`config.mk`:
```
export PLATFORM = sky130hd
export DESIGN_NAME = tensor_pad_source_index_flat
export DESIGN_NICKNAME = d
export VERILOG_FILES = /design/src/sv/tpsi_pkg.sv /design/src/sv/tpsi_ifs.sv /design/src/sv/tpsi_dim_map.sv /design/src/sv/tensor_pad_source_index.sv /design/src/flat_wrapper.sv
export SDC_FILE = /design/constraint.sdc
export NUM_CORES = 2
export LEC_CHECK = 0
export ABC_CLOCK_PERIOD_IN_PS = 15500
export BUFFER_PORTS_ARGS = -buffer_cell sky130_fd_sc_hd__buf_2
export CAP_MARGIN = 0
export CORE_MARGIN = 2
export CORE_UTILIZATION = 28
export CTS_CLUSTER_DIAMETER = 80
export DETAILED_ROUTE_END_ITERATION = 16
export PLACE_DENSITY = 0.52
export SLEW_MARGIN = 20
export SYNTH_ARGS = -nofsm -noshare
export SYNTH_HDL_FRONTEND = slang
export SYNTH_SLANG_ARGS = --single-unit
export TNS_END_PERCENT = 20
```
`constraint.sdc`:
```
create_clock -name clk -period 15.5 [get_ports clk]
set_input_delay 2.325 -clock clk [delete_from_list [all_inputs] [get_ports clk]]
set_output_delay 2.325 -clock clk [all_outputs]
set_load 0.03 [all_outputs]
```
`src/sv/tpsi_pkg.sv`:
```
// Shared constants, codes and types for the tensor pad source index block.
// No dependencies; the RTL files refer to this package by scoped names, the testbench imports it.
package tpsi_pkg;

	localparam int DIM_BITS    = 12;
	localparam int TENSOR_RANK = 4;
	localparam int COORD_W     = 13;
	localparam int OFFSET_W    = 48;
	localparam int FILL_W      = 32;
	localparam int CFG_DATA_W  = 32;
	localparam int CFG_IDX_W   = 3;
	localparam int GEO_PAD_LSB = 16;

	// signed working width for one dimension: covers 2*size + pad - coord
	localparam int MAP_SW = ((COORD_W > DIM_BITS + 1) ? COORD_W : DIM_BITS + 1) + 2;

	// partial offset widths, index of each dimension is below its size
	localparam int P1_W = 2 * DIM_BITS;
	localparam int P2_W = 3 * DIM_BITS;
	localparam int P3_W = 4 * DIM_BITS;

	localparam logic signed [MAP_SW-1:0] ADJ_ZERO = '0;
	localparam logic signed [MAP_SW-1:0] ADJ_M1   = -MAP_SW'(1);
	localparam logic signed [MAP_SW-1:0] ADJ_M2   = -MAP_SW'(2);

	typedef enum logic [1:0] {
		MODE_CONSTANT    = 2'd0,
		MODE_REFLECT     = 2'd1,
		MODE_SYMMETRIC   = 2'd2,
		MODE_UNSUPPORTED = 2'd3
	} pad_mode_t;

	localparam logic [CFG_IDX_W-1:0] REG_PAD_MODE    = 3'd0;
	localparam logic [CFG_IDX_W-1:0] REG_FILL_BITS   = 3'd1;
	localparam logic [CFG_IDX_W-1:0] REG_BATCH_GEO   = 3'd2;
	localparam logic [CFG_IDX_W-1:0] REG_CHANNEL_GEO = 3'd3;
	localparam logic [CFG_IDX_W-1:0] REG_HEIGHT_GEO  = 3'd4;
	localparam logic [CFG_IDX_W-1:0] REG_WIDTH_GEO   = 3'd5;

	localparam logic [1:0] DIM_BATCH   = 2'd0;
	localparam logic [1:0] DIM_CHANNEL = 2'd1;
	localparam logic [1:0] DIM_HEIGHT  = 2'd2;
	localparam logic [1:0] DIM_WIDTH   = 2'd3;

	typedef struct packed {
		logic [DIM_BITS-1:0] idx;
		logic                fill;
		logic                err;
	} dim_map_t;

endpackage

```
`src/sv/tpsi_ifs.sv`:
```
// Handshake interfaces: coordinate items in, address items out, config writes.
// Depends on tpsi_pkg for field widths.
interface tpsi_coord_if;
	logic                         valid;
	logic                         ready;
	logic [tpsi_pkg::COORD_W-1:0] out_batch;
	logic [tpsi_pkg::COORD_W-1:0] out_channel;
	logic [tpsi_pkg::COORD_W-1:0] out_row;
	logic [tpsi_pkg::COORD_W-1:0] out_column;

	modport source (output valid, output out_batch, output out_channel,
		output out_row, output out_column, input ready);
	modport sink (input valid, input out_batch, input out_channel,
		input out_row, input out_column, output ready);
endinterface

interface tpsi_addr_if;
	logic                          valid;
	logic                          ready;
	logic [tpsi_pkg::OFFSET_W-1:0] source_offset;
	logic                          use_fill;
	logic [tpsi_pkg::FILL_W-1:0]   fill_word;
	logic                          index_error;

	modport source (output valid, output source_offset, output use_fill,
		output fill_word, output index_error, input ready);
	modport sink (input valid, input source_offset, input use_fill,
		input fill_word, input index_error, output ready);
endinterface

interface tpsi_cfg_if;
	logic                            valid;
	logic                            ready;
	logic [tpsi_pkg::CFG_IDX_W-1:0]  index;
	logic [tpsi_pkg::CFG_DATA_W-1:0] data;

	modport source (output valid, output index, output data, input ready);
	modport sink (input valid, input index, input data, output ready);
endinterface

```
`src/sv/tpsi_dim_map.sv`:
```
// Maps one padded-output coordinate to an input index for one dimension.
// Depends on tpsi_pkg (mode codes, widths, dim_map_t).
module tpsi_dim_map (
	input  tpsi_pkg::pad_mode_t                mode,
	input  logic [tpsi_pkg::COORD_W-1:0]       coord,
	input  logic [tpsi_pkg::DIM_BITS-1:0]      size,
	input  logic [tpsi_pkg::DIM_BITS-1:0]      pad,
	output tpsi_pkg::dim_map_t                 map
);

	logic signed [tpsi_pkg::MAP_SW-1:0] o_s;
	logic signed [tpsi_pkg::MAP_SW-1:0] s_s;
	logic signed [tpsi_pkg::MAP_SW-1:0] p_s;
	logic signed [tpsi_pkg::MAP_SW-1:0] lead;
	logic signed [tpsi_pkg::MAP_SW-1:0] past;
	logic signed [tpsi_pkg::MAP_SW-1:0] direct;
	logic signed [tpsi_pkg::MAP_SW-1:0] left_adj;
	logic signed [tpsi_pkg::MAP_SW-1:0] right_adj;
	logic signed [tpsi_pkg::MAP_SW-1:0] mirrored;
	logic signed [tpsi_pkg::MAP_SW-1:0] sel;
	logic                               outside;

	assign o_s    = tpsi_pkg::MAP_SW'(coord);
	assign s_s    = tpsi_pkg::MAP_SW'(size);
	assign p_s    = tpsi_pkg::MAP_SW'(pad);
	assign lead   = p_s - o_s;
	assign past   = o_s - (s_s + p_s);
	assign direct = o_s - p_s;

	// reflect skips the edge element, symmetric repeats it
	assign left_adj  = (mode == tpsi_pkg::MODE_REFLECT) ? tpsi_pkg::ADJ_ZERO : tpsi_pkg::ADJ_M1;
	assign right_adj = (mode == tpsi_pkg::MODE_REFLECT) ? tpsi_pkg::ADJ_M2 : tpsi_pkg::ADJ_M1;

	always_comb begin
		priority if (lead > tpsi_pkg::ADJ_ZERO) begin
			mirrored = lead + left_adj;
		end else if (past >= tpsi_pkg::ADJ_ZERO) begin
			mirrored = s_s - past + right_adj;
		end else begin
			mirrored = direct;
		end
	end

	assign sel     = (mode == tpsi_pkg::MODE_CONSTANT) ? direct : mirrored;
	assign outside = (sel < tpsi_pkg::ADJ_ZERO) || (sel >= s_s);

	always_comb begin
		map.idx  = outside ? '0 : sel[tpsi_pkg::DIM_BITS-1:0];
		map.fill = outside && (mode == tpsi_pkg::MODE_CONSTANT);
		map.err  = outside && (mode != tpsi_pkg::MODE_CONSTANT);
	end

endmodule

```
`src/sv/tensor_pad_source_index.sv`:
```
// Top level of the tensor pad source index block: config registers, pipeline.
// Depends on tpsi_pkg, tpsi_ifs (interfaces) and tpsi_dim_map.
//
// Usage:
//   coord : one item per padded-output NCHW coordinate (batch, channel, row,
//           column), accepted when valid and ready are both high.
//   addr  : one item per coordinate, in order: flat source offset into the
//           unpadded input, or use_fill with the fill word, or index_error.
//   cfg   : register writes (index 0 pad mode, 1 fill bits, 2..5 geometry of
//           batch, channel, height, width). Always ready; write only while
//           no item is in flight.
// Four register stages; addr valid is the fourth stage's valid bit. One item
// per cycle sustained while addr is ready. Stages: dimension mapping, then one
// multiply-add per stage for b*C+c, *H+h, *W+w; the last lands in the output
// register.
// A stalled addr side holds the output register; ready propagates back
// stage by stage, so bubbles are squeezed out and no item is lost.
// Reset clears all valid bits and loads mode constant, fill 0, and every
// dimension as size 1 with no padding.
module tensor_pad_source_index (
	input  logic                 clk,
	input  logic                 arst_n,
	tpsi_coord_if.sink           coord,
	tpsi_addr_if.source          addr,
	tpsi_cfg_if.sink             cfg
);

	localparam int D = tpsi_pkg::DIM_BITS;
	localparam int R = tpsi_pkg::TENSOR_RANK;

	// configuration
	tpsi_pkg::pad_mode_t        mode_q;
	logic [tpsi_pkg::FILL_W-1:0] fill_q;
	logic [D-1:0]               size_q [R];
	logic [D-1:0]               pad_q  [R];

	assign cfg.ready = 1'b1;

	always_ff @(posedge clk or negedge arst_n) begin
		if (!arst_n) begin
			mode_q <= tpsi_pkg::MODE_CONSTANT;
			fill_q <= '0;
			for (int i = 0; i < R; i++) begin
				size_q[i] <= D'(1);
				pad_q[i]  <= '0;
			end
		end else if (cfg.valid) begin
			unique case (cfg.index)
				tpsi_pkg::REG_PAD_MODE: begin
					mode_q <= tpsi_pkg::pad_mode_t'(cfg.data[1:0]);
				end
				tpsi_pkg::REG_FILL_BITS: begin
					fill_q <= cfg.data[tpsi_pkg::FILL_W-1:0];
				end
				tpsi_pkg::REG_BATCH_GEO: begin
					size_q[tpsi_pkg::DIM_BATCH] <= cfg.data[D-1:0];
					pad_q[tpsi_pkg::DIM_BATCH]  <= cfg.data[tpsi_pkg::GEO_PAD_LSB +: D];
				end
				tpsi_pkg::REG_CHANNEL_GEO: begin
					size_q[tpsi_pkg::DIM_CHANNEL] <= cfg.data[D-1:0];
					pad_q[tpsi_pkg::DIM_CHANNEL]  <= cfg.data[tpsi_pkg::GEO_PAD_LSB +: D];
				end
				tpsi_pkg::REG_HEIGHT_GEO: begin
					size_q[tpsi_pkg::DIM_HEIGHT] <= cfg.data[D-1:0];
					pad_q[tpsi_pkg::DIM_HEIGHT]  <= cfg.data[tpsi_pkg::GEO_PAD_LSB +: D];
				end
				tpsi_pkg::REG_WIDTH_GEO: begin
					size_q[tpsi_pkg::DIM_WIDTH] <= cfg.data[D-1:0];
					pad_q[tpsi_pkg::DIM_WIDTH]  <= cfg.data[tpsi_pkg::GEO_PAD_LSB +: D];
				end
				default: begin
					// indexes past the register list are dropped
				end
			endcase
		end
	end

	// per-dimension mapping (feeds stage 1)
	logic [tpsi_pkg::COORD_W-1:0] coord_a [R];
	tpsi_pkg::dim_map_t           map_a   [R];
	logic [R-1:0]                 fill_v;
	logic [R-1:0]                 err_v;

	assign coord_a[tpsi_pkg::DIM_BATCH]   = coord.out_batch;
	assign coord_a[tpsi_pkg::DIM_CHANNEL] = coord.out_channel;
	assign coord_a[tpsi_pkg::DIM_HEIGHT]  = coord.out_row;
	assign coord_a[tpsi_pkg::DIM_WIDTH]   = coord.out_column;

	for (genvar g = 0; g < R; g++) begin : g_dim
		tpsi_dim_map u_map (
			.mode  (mode_q),
			.coord (coord_a[g]),
			.size  (size_q[g]),
			.pad   (pad_q[g]),
			.map   (map_a[g])
		);
		assign fill_v[g] = map_a[g].fill;
		assign err_v[g]  = map_a[g].err;
	end

	// handshake chain: a stage loads when empty or when its successor moves
	logic v_s1, v_s2, v_s3, v_s4;
	logic rdy_s1, rdy_s2, rdy_s3, rdy_s4;

	assign rdy_s4     = !v_s4 || addr.ready;
	assign rdy_s3     = !v_s3 || rdy_s4;
	assign rdy_s2     = !v_s2 || rdy_s3;
	assign rdy_s1     = !v_s1 || rdy_s2;
	assign coord.ready = rdy_s1;

	always_ff @(posedge clk or negedge arst_n) begin
		if (!arst_n) begin
			v_s1 <= 1'b0;
			v_s2 <= 1'b0;
			v_s3 <= 1'b0;
			v_s4 <= 1'b0;
		end else begin
			if (rdy_s1) begin
				v_s1 <= coord.valid;
			end
			if (rdy_s2) begin
				v_s2 <= v_s1;
			end
			if (rdy_s3) begin
				v_s3 <= v_s2;
			end
			if (rdy_s4) begin
				v_s4 <= v_s3;
			end
		end
	end

	// payload
	logic [D-1:0]                  idx_s1 [R];
	logic                          fill_s1, err_s1;
	logic [tpsi_pkg::P1_W-1:0]     p1_s2;
	logic [D-1:0]                  row_s2, col_s2;
	logic                          fill_s2, err_s2;
	logic [tpsi_pkg::P2_W-1:0]     p2_s3;
	logic [D-1:0]                  col_s3;
	logic                          fill_s3, err_s3;
	logic [tpsi_pkg::OFFSET_W-1:0] offset_s4;
	logic                          fill_s4, err_s4;
	logic [tpsi_pkg::FILL_W-1:0]   word_s4;
	logic [tpsi_pkg::P3_W-1:0]     p3;

	// final multiply-add; the flat offset wraps to the output width
	assign p3 = tpsi_pkg::P3_W'(p2_s3) * tpsi_pkg::P3_W'(size_q[tpsi_pkg::DIM_WIDTH])
		+ tpsi_pkg::P3_W'(col_s3);

	always_ff @(posedge clk) begin
		if (coord.valid && rdy_s1) begin
			for (int i = 0; i < R; i++) begin
				idx_s1[i] <= map_a[i].idx;
			end
			fill_s1 <= |fill_v;
			err_s1  <= (|err_v) || (mode_q == tpsi_pkg::MODE_UNSUPPORTED);
		end
		if (v_s1 && rdy_s2) begin
			p1_s2 <= tpsi_pkg::P1_W'(idx_s1[tpsi_pkg::DIM_BATCH])
				* tpsi_pkg::P1_W'(size_q[tpsi_pkg::DIM_CHANNEL])
				+ tpsi_pkg::P1_W'(idx_s1[tpsi_pkg::DIM_CHANNEL]);
			row_s2  <= idx_s1[tpsi_pkg::DIM_HEIGHT];
			col_s2  <= idx_s1[tpsi_pkg::DIM_WIDTH];
			fill_s2 <= fill_s1;
			err_s2  <= err_s1;
		end
		if (v_s2 && rdy_s3) begin
			p2_s3 <= tpsi_pkg::P2_W'(p1_s2)
				* tpsi_pkg::P2_W'(size_q[tpsi_pkg::DIM_HEIGHT])
				+ tpsi_pkg::P2_W'(row_s2);
			col_s3  <= col_s2;
			fill_s3 <= fill_s2;
			err_s3  <= err_s2;
		end
		if (v_s3 && rdy_s4) begin
			// error wins over fill; both force the offset to zero
			offset_s4 <= (err_s3 || fill_s3) ? '0 : tpsi_pkg::OFFSET_W'(p3);
			fill_s4   <= fill_s3 && !err_s3;
			word_s4   <= (fill_s3 && !err_s3) ? fill_q : '0;
			err_s4    <= err_s3;
		end
	end

	assign addr.valid         = v_s4;
	assign addr.source_offset = offset_s4;
	assign addr.use_fill      = fill_s4;
	assign addr.fill_word     = word_s4;
	assign addr.index_error   = err_s4;

	// checks
	a_accept_fills_s1: assert property (@(posedge clk) disable iff (!arst_n)
		(coord.valid && coord.ready) |=> v_s1)
		else $error("accepted item did not reach stage 1");

	a_err_clears: assert property (@(posedge clk) disable iff (!arst_n)
		(addr.valid && addr.index_error) |->
			(addr.source_offset == '0 && !addr.use_fill && addr.fill_word == '0))
		else $error("error item carries nonzero fields");

	a_fill_clean: assert property (@(posedge clk) disable iff (!arst_n)
		(addr.valid && addr.use_fill) |->
			(!addr.index_error && addr.source_offset == '0))
		else $error("fill item carries offset or error");

	a_word_only_fill: assert property (@(posedge clk) disable iff (!arst_n)
		(addr.valid && !addr.use_fill) |-> (addr.fill_word == '0))
		else $error("fill word set without use_fill");

endmodule

```
`src/flat_wrapper.sv`:
```
// flat-port wrapper written by rule: the top's interface ports become plain ports
module tensor_pad_source_index_flat 
  (clk, arst_n, coord_valid, coord_out_batch, coord_out_channel, coord_out_row, coord_out_column, coord_ready, addr_valid, addr_source_offset, addr_use_fill, addr_fill_word, addr_index_error, addr_ready, cfg_valid, cfg_index, cfg_data, cfg_ready);
  tpsi_coord_if coord_i ();
  tpsi_addr_if addr_i ();
  tpsi_cfg_if cfg_i ();
  input  logic clk;
  input  logic arst_n;
  input wire logic [$bits(coord_i.valid)-1:0] coord_valid;
  input wire logic [$bits(coord_i.out_batch)-1:0] coord_out_batch;
  input wire logic [$bits(coord_i.out_channel)-1:0] coord_out_channel;
  input wire logic [$bits(coord_i.out_row)-1:0] coord_out_row;
  input wire logic [$bits(coord_i.out_column)-1:0] coord_out_column;
  output wire logic [$bits(coord_i.ready)-1:0] coord_ready;
  output wire logic [$bits(addr_i.valid)-1:0] addr_valid;
  output wire logic [$bits(addr_i.source_offset)-1:0] addr_source_offset;
  output wire logic [$bits(addr_i.use_fill)-1:0] addr_use_fill;
  output wire logic [$bits(addr_i.fill_word)-1:0] addr_fill_word;
  output wire logic [$bits(addr_i.index_error)-1:0] addr_index_error;
  input wire logic [$bits(addr_i.ready)-1:0] addr_ready;
  input wire logic [$bits(cfg_i.valid)-1:0] cfg_valid;
  input wire logic [$bits(cfg_i.index)-1:0] cfg_index;
  input wire logic [$bits(cfg_i.data)-1:0] cfg_data;
  output wire logic [$bits(cfg_i.ready)-1:0] cfg_ready;
  assign coord_i.valid = coord_valid;
  assign coord_i.out_batch = coord_out_batch;
  assign coord_i.out_channel = coord_out_channel;
  assign coord_i.out_row = coord_out_row;
  assign coord_i.out_column = coord_out_column;
  assign coord_ready = coord_i.ready;
  assign addr_valid = addr_i.valid;
  assign addr_source_offset = addr_i.source_offset;
  assign addr_use_fill = addr_i.use_fill;
  assign addr_fill_word = addr_i.fill_word;
  assign addr_index_error = addr_i.index_error;
  assign addr_i.ready = addr_ready;
  assign cfg_i.valid = cfg_valid;
  assign cfg_i.index = cfg_index;
  assign cfg_i.data = cfg_data;
  assign cfg_ready = cfg_i.ready;
  tensor_pad_source_index u_core (.clk(clk), .arst_n(arst_n), .coord(coord_i), .addr(addr_i), .cfg(cfg_i));
endmodule
```
## Word-level counts from Yosys, hierarchy flattened

Memories as Yosys holds them, arrays and structs flattened. A register that Yosys moved wholly into a read port is not among the register bits.
Index checks and enable logic that the tools add are counted.

| cells by class | value |
|---|---|
| $add $sub $neg | 31 |
| $mul | 3 |
| $lt $le $gt $ge | 16 |
| eq/ne operators | 7 |
| multiplexer cells | 20 |
| reduce and logical (&&, ||, !) cells | 39 |

Operators by type and width:

| kind | number |
|---|---|
| 15-bit two-way mux | 13 |
| 15-bit adder | 7 |
| 15-bit by 13-bit greater-or-equal comparator with 1-bit output | 4 |
| 15-bit by 1-bit greater-than comparator with 1-bit output, second input constant | 4 |
| 15-bit by 1-bit < comparator with 1-bit output, second input constant | 4 |
| 13-bit by 14-bit subtractor with 15-bit output | 4 |
| 14-bit by 1-bit greater-or-equal comparator with 1-bit output, second input constant | 4 |
| 12-bit by 13-bit subtractor with 14-bit output | 4 |
| 13-bit by 12-bit subtractor with 14-bit output | 4 |
| 13-bit by 13-bit subtractor with 14-bit output | 4 |
| 12-bit by 12-bit adder with 13-bit output | 4 |
| 48-bit by 12-bit adder with 48-bit output | 1 |
| 36-bit by 12-bit multiplier with 48-bit output | 1 |
| 12-bit two-way mux | 4 |
| 36-bit by 12-bit adder with 36-bit output | 1 |
| 24-bit by 12-bit multiplier with 36-bit output | 1 |
| 24-bit by 12-bit adder with 24-bit output | 1 |
| 12-bit by 12-bit multiplier with 24-bit output | 1 |
| 15-bit by 2-bit adder with 15-bit output | 1 |
| 1-bit logical AND | 13 |
| 2-bit AND reduction | 6 |
| 1-bit logical OR | 10 |
| 4-bit OR reduction | 2 |
| 3-bit by 2-bit equality test with 1-bit output, second input constant | 2 |
| other kinds (9) | 16 |

| storage, ports and cells | value |
|---|---|
| register bits | 294 |
| memory bits (writable) | 48 |
| input bits | 92 |
| output and inout bits | 85 |
| logic and storage cells | 144 |
| memories | 1 |

Memories:

| name | words | width | read ports | clocked after memory_dff | wr ports | line | text |
|---|---|---|---|---|---|---|---|
| u_core.idx_s1 | 4 | 12 | 4 | 2 | 4 | tensor_pad_source_index.sv:134 | `logic [D-1:0] idx_s1 [R];` |

## Depth between registers and ports, before layout

| logic depth | value |
|---|---|
| word-level depth | 12 |
| depth in mapped cells | 38 |
| gate-level depth less buffers | 37 |

## By module

From an unflattened synthesis, not the netlist that was laid out.

| unflattened totals | value |
|---|---|
| cell total of the unflattened synthesis | 6630 |
| area total of the unflattened synthesis | 59907.5 sq um |

By module, submodules not included:

| module | times used | cells each | area an instance (sq um) | sequential area each (sq um) |
|---|---|---|---|---|
| tensor_pad_source_index | 1 | 4094 | 41489.8 | 10324.9 |
| tpsi_dim_map | 4 | 634 | 4604.4 | 0.0 |

## Worst setup path after synthesis

Ideal clock, no wire load.

| timing | value |
|---|---|
| path type | input to register |
| from | in coord_out_column[4] |
| to | reg u_core.err_s1, data pin |
| library setup time | 0.261 ns |
| arrival time | 9.474 ns |
| required time | 15.239 ns |
| slack | 5.765 ns |
| stages on the path | 35 |
| buffers on the path | 1 |
| cells stage by stage | fa_1 > ha_1 > a21o_1 > a21oi_1 > nand3_1 > and3_1 > o21a_1 > o21a_1 > o21ai_0 > nand2b_1 > xor2_1 > inv_1 > ha_1 > nand2_1 > nor4_1 > or4b_1 > or4_1 > o21ai_1 > and2b_1 > nor2_1 > clkbuf_1 > o22ai_1 > ha_1 > nor2b_1 > o21a_1 > o21ai_0 > a21oi_1 > o221a_2 > o41ai_1 > o21ai_0 > nor4_1 > a22oi_1 > o31ai_2 > or4b_1 > maj3_2 |

| on the way | value |
|---|---|
| elaborated cells on any way between the ends | 17 |
| classes of those cells | add/sub (6); order compare (4); mux (3); reduce/logical (4) |

RTL lines:

| what | line | text |
|---|---|---|
| start: declaration | flat_wrapper.sv:13 | `input wire logic [$bits(coord_i.out_column)-1:0] coord_out_column;` |
| 13-bit by 13-bit subtractor with 14-bit output | tpsi_dim_map.sv:27 | `assign past = o_s - (s_s + p_s);` |
| 14-bit by 1-bit greater-or-equal comparator with 1-bit output | tpsi_dim_map.sv:37 | `end else if (past >= tpsi_pkg::ADJ_ZERO) begin` |
| 15-bit two-way mux | tpsi_dim_map.sv:37 |  |
| 15-bit two-way mux (*) | tpsi_dim_map.sv:35 | `priority if (lead > tpsi_pkg::ADJ_ZERO) begin` |
| 15-bit two-way mux (*) | tpsi_dim_map.sv:44 | `assign sel = (mode == tpsi_pkg::MODE_CONSTANT) ? direct : mirrored;` |
| net u_core.g_dim[3].u_map.sel, one bit | tpsi_dim_map.sv:20 | `logic signed [tpsi_pkg::MAP_SW-1:0] sel;` |
| 15-bit by 1-bit < comparator with 1-bit output or 15-bit by 13-bit greater-or-equal comparator with 1-bit output (tied branches) | tpsi_dim_map.sv:45 | `assign outside = (sel < tpsi_pkg::ADJ_ZERO) \|\| (sel >= s_s);` |
| 1-bit logical OR (*) | tpsi_dim_map.sv:45 |  |
| 1-bit logical AND (*) | tpsi_dim_map.sv:50 | `map.err = outside && (mode != tpsi_pkg::MODE_CONSTANT);` |
| 4-bit OR reduction (*) | tensor_pad_source_index.sv:157 | `err_s1 <= (\|err_v) \|\| (mode_q == tpsi_pkg::MODE_UNSUPPORTED);` |
| 1-bit logical OR (*) | tensor_pad_source_index.sv:157 |  |
| end signal: assignment | tensor_pad_source_index.sv:157 |  |
| end: declaration | tensor_pad_source_index.sv:135 | `logic fill_s1, err_s1;` |

Mark *: on every way through the listed nets, which the timed path passes. The rest lies on a longest branch.
A chain may end at the register's enable or synchronous reset.

## Worst setup path in the final report

| timing | value |
|---|---|
| from | in coord_out_column[2] |
| to | reg u_core.err_s1, data pin |

Same word-level chain as after synthesis.

==> reports/results.tsv <==
stage	metric	value	unit
detailed_routing	antenna_left	0	
detailed_routing	first_iter_violations	2564	
global_route	antenna_found_initial	29	
worst_setup_path	slowest_delay	730	ps
clocking	clock_latency	670	ps
die	coreArea	202000	um^2
sta	rsz0062_at_grt	no	
final_layout	layout-drive-gt1-share	6.84	%
worst_setup_path	cp.required	15900	ps
clocking	numCtsBuffers	49	
outcome	status	finished, final reports clean	
placement	port_buffers	175	
die	die_w	454	um
clocking	ctsHoldBuffers	0	
synth	seq_area_frac_synth	18.2	%
synth	synth_cell_types	89	
clocking	clock_sinks	366	
worst_setup_path	cp_slowest_cell	o31ai_2	
sta	fin_tns_setup	0	ps
die	initial_core_util	28.1	%
synth	synth.cell_area	56700	um^2
detailed_routing	remaining_drc_errors	0	
detailed_routing	wl_per_cell	17.7	um
placement	dp_slack	4330	ps
synth	postSynthNetCount	7711	
synth	yosysMostFrequentCell	inv_1	
synth	synth_area_leaders	fa_1 (27%), ha_1 (14%), edfxtp_1 (12%), inv_1 (7.2%), dfrtp_1 (5.7%)	
sta	worst_slack	4940	ps
worst_setup_path	critPathCaptureType	flip-flop	
global_route	first_global_vias	43500	
synth	synth-seq-cells	366	
clocking	cts_tree	built	
final_layout	fin_nets	7724	
clocking	cts_resized	0	
die	num_io_pins	177	
sta	slew_headroom	22.4	%
clocking	ctsLongestPathBuffers	3	
synth	synth_edf_count	232	
synth	yosys_warnings	0	
placement	place_congestion	0.891	
clocking	cts_max_level	2	
worst_hold_path	hold_class	flip-flop to flip-flop	
clocking	post-cts-setup-buffers	0	
worst_setup_path	crit_buf_inv	2	
global_route	grt_max_degree	82	
synth	yosysTopAreaCellShare	26.7	%
worst_setup_path	arrival	10970	ps
worst_setup_path	path_depth	33	
final_layout	syn2layout_area_growth	9.33	%
run	max-cap-violations	0	
synth	synth_commonest_cells	inv_1 (1083), nand2_1 (772), fa_1 (757), ha_1 (646), and2_1 (340)	
detailed_routing	wl	158000	um
sta	fmax	0.0947	GHz
final_layout	final_util	30.8	%
worst_setup_path	cp-start-kind	input port	
detailed_routing	viasPerCell	4.70	
sta	setup_violations	0	
die	rows	165	
synth	synth_ff_type	edfxtp_1	
worst_setup_path	cp_max_fo	13	
sta	fin_crit_sh	68.1	%
sta	hold_violations	0	
die	dieArea	206000	um^2
die	die_y	454	um
synth	async_reset_ff_share	36.6	%
clocking	cts-root-buf	clkbuf_16	
synth	postSynthCellCount	6216	
global_route	grt_pass1_wl	249000	um
placement	hpwlAfterDp	129000	um
synth	postSynthAreaPerCell	9.13	um^2
detailed_routing	vias	42100	
sta	min_period	10560	ps
sta	report.final.slew_viol_count	0	
worst_setup_path	r2r_cells	33	
detailed_routing	firstDrtPassIters	6	
clocking	clkSlewWorstSetupHoldPaths	70	ps
worst_hold_path	hold_depth	0	
global_route	grt_use_total	15.4	%
sta	fin_skew	39.1	ps
synth	yosys.area.top_type	fa_1	
sta	worst_pin_slew	1160	ps
worst_setup_path	critPathKind	input port to flip-flop	
worst_setup_path	critical-path-top-delay-family	simple AND/OR/NAND/NOR gates	
global_route	grt.overflow.total	0	
## worst register-to-register path, delay by kind of cell (launching register included)
kind | cells | cell delay, ps
AND/OR/NAND/NOR | 12 | 3490
adder cells (fa/ha/maj) | 5 | 1700
XOR/XNOR | 1 | 170
flip-flops | 1 | 940
buffers and inverters | 2 | 450
AO/OA/AOI/OAI | 13 | 3160
## sequential cells by signal, indices dropped and copies added (netlist names)
name / cells
u_core.err_s3: 1
u_core.fill_q: 32
u_core.col_s3: 12
u_core.col_s2: 12
u_core.v_s3: 1
u_core.v_s1: 1
u_core.mode_q: 2
u_core.fill_s1: 1
u_core.v_s2: 1
u_core.idx_s1: 48
u_core.fill_s3: 1
u_core.err_s1: 1
u_core.p1_s2: 24
u_core.addr.index_error: 1
u_core.size_q: 48
u_core.addr.fill_word: 32
u_core.addr.use_fill: 1
u_core.p2_s3: 36
u_core.pad_q: 48
u_core.err_s2: 1
u_core.fill_s2: 1
u_core.addr.source_offset: 48
u_core.row_s2: 12
u_core.addr.valid: 1
## path summary, 6_finish.rpt
| check | startpoint | to | slack (ps) |
|---|---|---|---|
| worst max-delay path | coord_out_column[2] | u_core.err_s1$_DFFE_PP_ | 4940 |
| worst min-delay path | u_core.idx_s1[3][5]$_SDFFCE_PN0P_ | u_core.col_s2[5]$_DFFE_PP_ | 410 |
| worst max register to register | u_core.size_q[2]$_DFFE_PN0P_ | u_core.err_s1$_DFFE_PP_ | 5390 |
| worst min register to register | u_core.idx_s1[3][5]$_SDFFCE_PN0P_ | u_core.col_s2[5]$_DFFE_PP_ | 410 |
| max in group asynchronous | arst_n | u_core.pad_q[2]$_DFFE_PN0P_ | 12330 |
| min in group asynchronous | arst_n | u_core.pad_q[45]$_DFFE_PN0P_ | 1730 |
## logic make-up (layout without fill, tap and decap cells)
kind of cell               count (synthesis)  count (layout)  share of synthesized area (%)
xor gates and xnor gates                 269             269                           4.15
adders and majority gates               1404            1404                           41.0
muxes                                     91              91                           1.79
other                                      1              11                        0.00661
and+or+nand+nor                         1764            1764                           14.8
buffers and inverters                   1328            1381                           8.82
DFF                                      366             366                           18.2
AOI/OAI and AO/OA                        993             993                           11.3
## layer usage
layer | global-route usage (%) | up-vias | routed length [um]
li1 | - | 20100 | -
met1 | 20.9 | 20800 | 73100
met2 | 25.7 | 917 | 73000
met3 | 2.09 | 185 | 8220
met4 | 3.74 | 0 | 4180
met5 | 0 | - | 0
## layout make-up
| class | count | area [um^2] |
|---|---|---|
| inverters | 1083 | 4070 |
| diodes | 10 | 25.0 |
| repair buffers | 207 | 1120 |
| fillers | 21200 | 140000 |
| multi-input cells | 4522 | 41500 |
| clock buffers | 58 | 1300 |
| well taps | 2672 | 3340 |
| clock inverters | 33 | 380 |
| flip-flops and latches | 366 | 10300 |
## through the flow
step           cell area (um^2)  hold slack, ps  instances
2_1_floorplan             56700             400       6216
3_3_place_gp              60300             402       8850
3_5_place_dp              60300             405       8850
4_1_cts                   62000             410       8941
5_1_grt                   62000             420       8942
6_report                  62000             407       8951
## cells in the final DEF (no fill, tap or decap), drive strengths merged, types with 52 or more instances in the layout
cell type | Yosys | layout
inv | 1083 | 1093
nand2 | 772 | 772
fa | 757 | 757
ha | 646 | 646
and2 | 340 | 340
a21oi | 278 | 278
nor2 | 260 | 260
edfxtp | 232 | 232
o21ai | 219 | 219
buf | 13 | 207
xnor2 | 176 | 176
dfrtp | 130 | 130
a21o | 120 | 120
xor2 | 93 | 93
mux2 | 84 | 84
nor3 | 68 | 68
nand3 | 64 | 64
clkbuf | 232 | 58
nand2b | 53 | 53
o21a | 52 | 52
Power is not shown: default switching activity piles up to over one toggle a cycle in this logic, so the estimate is an artifact.
